[config.mk]
export PLATFORM = sky130hd
export DESIGN_NAME = rbpt_mul
export DESIGN_NICKNAME = d
export VERILOG_FILES = /design/src/rtl/core/rbpt_mul.sv
export SDC_FILE = /design/constraint.sdc
export NUM_CORES = 1
export LEC_CHECK = 0
export BUFFER_PORTS_ARGS = -buffer_cell sky130_fd_sc_hd__buf_4
export CAP_MARGIN = 20
export CORE_UTILIZATION = 50
export CTS_CLUSTER_DIAMETER = 100
export DETAILED_ROUTE_END_ITERATION = 10
export PLACE_DENSITY = 0.73
export SETUP_SLACK_MARGIN = 0.2
export SYNTH_ARGS = -nofsm -noshare
export SYNTH_HDL_FRONTEND = slang
export SYNTH_SLANG_ARGS = --single-unit
[constraint.sdc]
create_clock -name clock -period 4 [get_ports clock]
set_input_delay 1.2 -clock clock [delete_from_list [all_inputs] [get_ports clock]]
set_output_delay 1.2 -clock clock [all_outputs]
set_load 0.05 [all_outputs]
[src/rtl/core/rbpt_mul.sv]
// ----------------------------------------------------------------------------
// Shift-add multiplier
// Unsigned product, one multiplier bit per cycle.
// ----------------------------------------------------------------------------
module rbpt_mul #(
   parameter int A_W = 82,
   parameter int B_W = 33,
   parameter int P_W = 90
) (
   input  logic           clock,
   input  logic           reset,
   input  logic           start,
   input  logic [A_W-1:0] a,
   input  logic [B_W-1:0] b,
   output logic           done,
   output logic [P_W-1:0] product
);

   localparam int CNT_W = $clog2(B_W + 1);

   logic             busy_ff;
   logic             done_ff;
   logic [CNT_W-1:0] cnt_ff;
   logic [P_W-1:0]   acc_ff;
   logic [P_W-1:0]   a_sh_ff;
   logic [B_W-1:0]   b_sh_ff;

   // Sequence control: count bits, pulse done after the last one
   always_ff @(posedge clock) begin
      if (reset) begin
         busy_ff <= 1'b0;
         done_ff <= 1'b0;
         cnt_ff  <= '0;
      end else begin
         done_ff <= busy_ff && !start && (cnt_ff == CNT_W'(1));
         if (start) begin
            busy_ff <= 1'b1;
            cnt_ff  <= CNT_W'(B_W);
         end else if (busy_ff) begin
            cnt_ff <= cnt_ff - 1'b1;
            if (cnt_ff == CNT_W'(1)) begin
               busy_ff <= 1'b0;
            end
         end
      end
   end

   // Datapath: add the shifted multiplicand where the low bit is set
   always_ff @(posedge clock) begin
      if (start) begin
         acc_ff  <= '0;
         a_sh_ff <= P_W'(a);
         b_sh_ff <= b;
      end else if (busy_ff) begin
         if (b_sh_ff[0]) begin
            acc_ff <= acc_ff + a_sh_ff;
         end
         a_sh_ff <= a_sh_ff << 1;
         b_sh_ff <= b_sh_ff >> 1;
      end
   end

   assign done    = done_ff;
   assign product = acc_ff;

endmodule

# Word-level counts from Yosys, hierarchy flattened
# Index checks and enable logic that the tools add are counted.
# totals
reg_bits,221
out_inout_bits,91
wordCells,26
# classes
addsub,2
n_eq_ne,1
mux,9
reduce_logical,6
# op_table
operator,count
$mux W82,2
$add A90 B90 Y90,1
$mux W33,2
$mux W6,2
$eq A6 B1 Y1 const B,1
$sub A6 B1 Y6 const B,1
$mux W1,3
$logic_and A1 B1 Y1,2
$reduce_and A2 Y1,1
$reduce_bool A2 Y1,1
$reduce_or A2 Y1,1
$logic_not A1 Y1,1

# Longest topological paths before layout
# depth
ltp_word,4
depth_mapped,15

# Least setup slack after synthesis
# OpenSTA, ideal clock, no wires.
# synth_timing
kind,input to register
startpoint,input port start
endpoint,"register a_sh_ff[0], enable pin"
setup_ns,0.425
arrival_time_ns,3.434
required_time_ns,3.575
slack_ns,0.141
stages,4
path_cell_list,clkbuf_1 > clkbuf_1 > clkbuf_1 > or2_2
# synth_between
elab_chain_cells,1
# synth_lines
item,line,source
start: declaration,12,"input logic start,"
$reduce_bool A2 Y1 (no line),--,
end signal: assignment,52,a_sh_ff <= P_W'(a);
end signal: assignment,58,a_sh_ff <= a_sh_ff << 1;
end: declaration,25,logic [P_W-1:0] a_sh_ff;
# Every way passes these cells.
# A chain may end at the register's enable or synchronous reset.

# Worst setup path in the final report
# layout_timing
startpoint,register a_sh_ff[11]
endpoint,register acc_ff[82] (netlist: product[82])
# layout_between
elab_chain_cells,1
# layout_lines
item,line,source
$add A90 B90 Y90,56,acc_ff <= acc_ff + a_sh_ff;
end signal: assignment,56,
end: declaration,24,logic [P_W-1:0] acc_ff;
# Every way passes these cells.

==> flow_summary.toml <==
[status]
status = "finished clean"

[clock_tree]
cts.path.max_buffers = 3
cts_hold_buffers = 0
clk_latency_ns = 0.54
root_buffer = "clkbuf_16"
cts.sinks = 221
path_clk_slew_ns = 0.06
cts_tree = "done"
numCtsBuffers = 27
htreeDepth = 1

[sta]
layout_setup_ws_ns = 0.361
setup_viol = 0
fin_crit_sh_pct = 91.0
period_needed_ns = 3.64
final_hold_viol_count = 0
tightest_slew_ns = 1.03
fin_tns_setup_ns = 0
max_freq_mhz = 275
skew_ns = 0.0149
relSlewSlack_pct = 31.4
drv_slew = 0
holdWs_ns = 0.481
grt_setup_unrepaired = "true"

[final_layout]
post-route-util_pct = 61.0
drive_above_1_share_pct = 25.0
multi_input_comb_area_um2 = 8160
fill_cells = 2487
antenna_cells = 0
fin_cells = 2078
ff_latch_area_um2 = 5580
final_nets = 1889
area_growth_syn_to_layout_pct = 19.9
design_area_um2 = 16900

[floorplan]
coreArea_um2 = 27800
dieWidth_um = 170
die_h_um = 170
die_area_um2 = 28900
initial_core_util_pct = 50.9
placementRows = 61
pin_count = 209

[synthesis]
synth_top_cell_by_area = "edfxtp_1"
synth_edf_count = 115
syn-mean-instance-area_um2 = 9.35
async_flop_share_pct = 0
synthesis.area_um2 = 14100
netlist_instances = 1512
synth_cell_type_count = 81
syn-num-nets = 1722
yosysSeqAreaShare_pct = 39.5
yosysWarnings = 0
ys.flop_type = "edfxtp_1"
synth_area_leaders = "edfxtp_1 24%, dfxtp_1 15%, mux2_2 8.9%, ha_1 8.1%, a21oi_1 6.2%"
synth-seq-cells = 221
synth_top_area_share_pct = 24.4

[setup_path]
path_max_fanout = 10
criticalPathCategory = "reg2reg"
required_ns = 4.43
cp-start-kind = "register"
max_stage_delay_ns = 0.44
worstPathArrival_ns = 4.07
crit_chain = "ha_1, and3_1, a221o_1, a21oi_2, and3_1, o31ai_2, buf_4, a31oi_4, a211o_1, a211oi_2, or2_4, a211o_1, and2_1, a221o_1"
end_kind = "register"
crit_slowest_cell = "ha_1"

[power]
p_int_mw = 4.93
power.leakage_nw = 7.25
p_switching_mw = 2.35
irDropWorstVdd_v = 0.000367
switching_share_pct = 32.2
power_per_cell_area_nw_per_um2 = 430
combPwrFrac_pct = 27.1
p_seq_share_pct = 38.1
clock_power_share_pct = 34.8
power_mw = 7.28

[route]
routed.top_layer = "met4"
via_per_inst = 5.83
wirelength_met1_um = 16500
route.detailed.wl_per_inst_um = 17.9
vias = 12100
drt-initial-drc-count = 803
drt-total-wl_um = 37200
drtAntennaViolNets = 0
wl_met3_um = 2100
drtPass1Iterations = 5
drc = 0
dr_wl_met2_um = 17800

[placed_design]
io_buffer_count = 208
dp.cells = 2026
place_ws_ns = 0.189
dpl.hpwl_um = 27100
placed_area_um2 = 15900
finalWeightedCongestion = 0.913

[grt]
gr-total-overflow = 0
grt_usage_pct = 25.1
antenna_found_initial = 0
grt_pass1_vias = 11700
grt_max_degree = 106
grt_first_pass_wirelength_um = 59200

[run]
max_cap_viol_count = 0

[hold_path]
hold_path_class = "reg2reg"
-- metal layers --
metal	global-route usage, %	vias up
met2	43.2	330
met3	4.47	51
met1	32.3	5810
met5	0	-
li1	-	5928
met4	6.46	0
-- flip-flops by register name, indices dropped and copies added, names as in the netlist --
signal	cells
done	1
a_sh_ff	90
b_sh_ff	33
busy_ff	1
cnt_ff	6
product	90
-- power by group through the flow --
stage / Combinational [mW] / Sequential, mW / Clock [mW]
after CTS: 1.95 / 2.77 / 2.59
after global placement: 1.91 / 2.81 / 0
after detailed placement: 1.93 / 2.82 / 0
after global routing: 2.15 / 2.79 / 2.67
final: 1.98 / 2.77 / 2.53
after floorplan: 1.23 / 3.00 / 0
-- kinds of logic after synthesis --
| family | count (synthesis) | synth area share [%] |
|---|---|---|
| buffers and inverters | 110 | 3.44 |
| DFF | 221 | 39.5 |
| muxes | 121 | 9.56 |
| AOI/OAI and AO/OA | 451 | 20.3 |
| and+or+nand+nor | 439 | 14.2 |
| xor gates and xnor gates | 78 | 4.83 |
| adders and majority gates | 92 | 8.20 |
-- cell type report --
| class | count | area share, % |
|---|---|---|
| clock buffer | 38 | 4.77 |
| clock inverter | 12 | 0.753 |
| inverter | 24 | 0.532 |
| multi-input combinational | 1181 | 48.2 |
| sequential | 221 | 32.9 |
| tap | 378 | 2.79 |
| timing repair buffer | 224 | 10.1 |
-- cell usage in the layout, fill, tap and decap left out, drive strengths merged, types with 8 or more instances in the layout --
master,synthesis,final
a211oi,10,10
a21o,67,67
a21oi,177,177
a31oi,17,17
and3,14,14
buf,22,224
clkbuf,64,38
dfxtp,106,106
edfxtp,115,115
ha,91,91
inv,24,27
mux2,112,112
mux2i,9,9
nand2,200,200
nand2b,8,8
nand3,30,30
nand4,35,35
nor2,83,83
nor2b,10,10
nor3,24,24
o21a,11,11
o21ai,89,89
o21bai,21,21
o31ai,8,8
xnor2,44,44
xor2,34,34
-- critical path: cells and delay by family (launching register included) --
family,cells,cell delay (ns)
buf+inv,1,0.15
fa+ha+maj,1,0.44
compound gates,8,1.70
simple gates,4,0.84
flops,1,0.40
-- path summary, 6_finish.rpt --
| kind | start | endpoint | slack [ns] | cells after the start |
|---|---|---|---|---|
| setup / recovery | a_sh_ff[11] | product[82] | 0.36 | 14 |
| hold reg to reg | product[67] | product[67] | 0.48 | 2 |
| setup reg to reg | a_sh_ff[11] | product[82] | 0.36 | 14 |
| hold / removal | product[67] | product[67] | 0.48 | 2 |
-- synthesized netlist by cell type (4+ instances only) --
master	number
clkbuf_1	62
nor2b_1	10
xnor2_1	44
nor4_1	4
nand2_1	200
mux2i_1	9
and2_1	5
mux2_2	112
and4_1	5
dfxtp_1	106
o21a_1	11
a21boi_0	4
a21o_1	66
inv_1	24
a21oi_1	174
ha_1	91
o211ai_1	4
a211oi_1	9
buf_4	6
buf_6	4
o31ai_1	7
nor2_1	82
buf_1	6
or3_1	6
a31oi_1	16
a221o_1	4
nand3_1	30
nor3_1	24
buf_2	6
xor2_1	34
o21ai_1	8
o21bai_1	21
a41oi_1	4
nand4_1	35
a211o_1	5
and3_1	13
nand2b_1	8
o21ai_0	78
edfxtp_1	115
-- repair_timing --
item | in CTS | in global routing
gates cloned | 0 | 0
setup endpoints to repair | 2 | 14
endpoints found under the hold margin | 0 | 0
pin swaps | 0 | 4
gates resized for setup | 2 | 15
setup buffers | 0 | 2
Power figures use the tool's default switching activity.
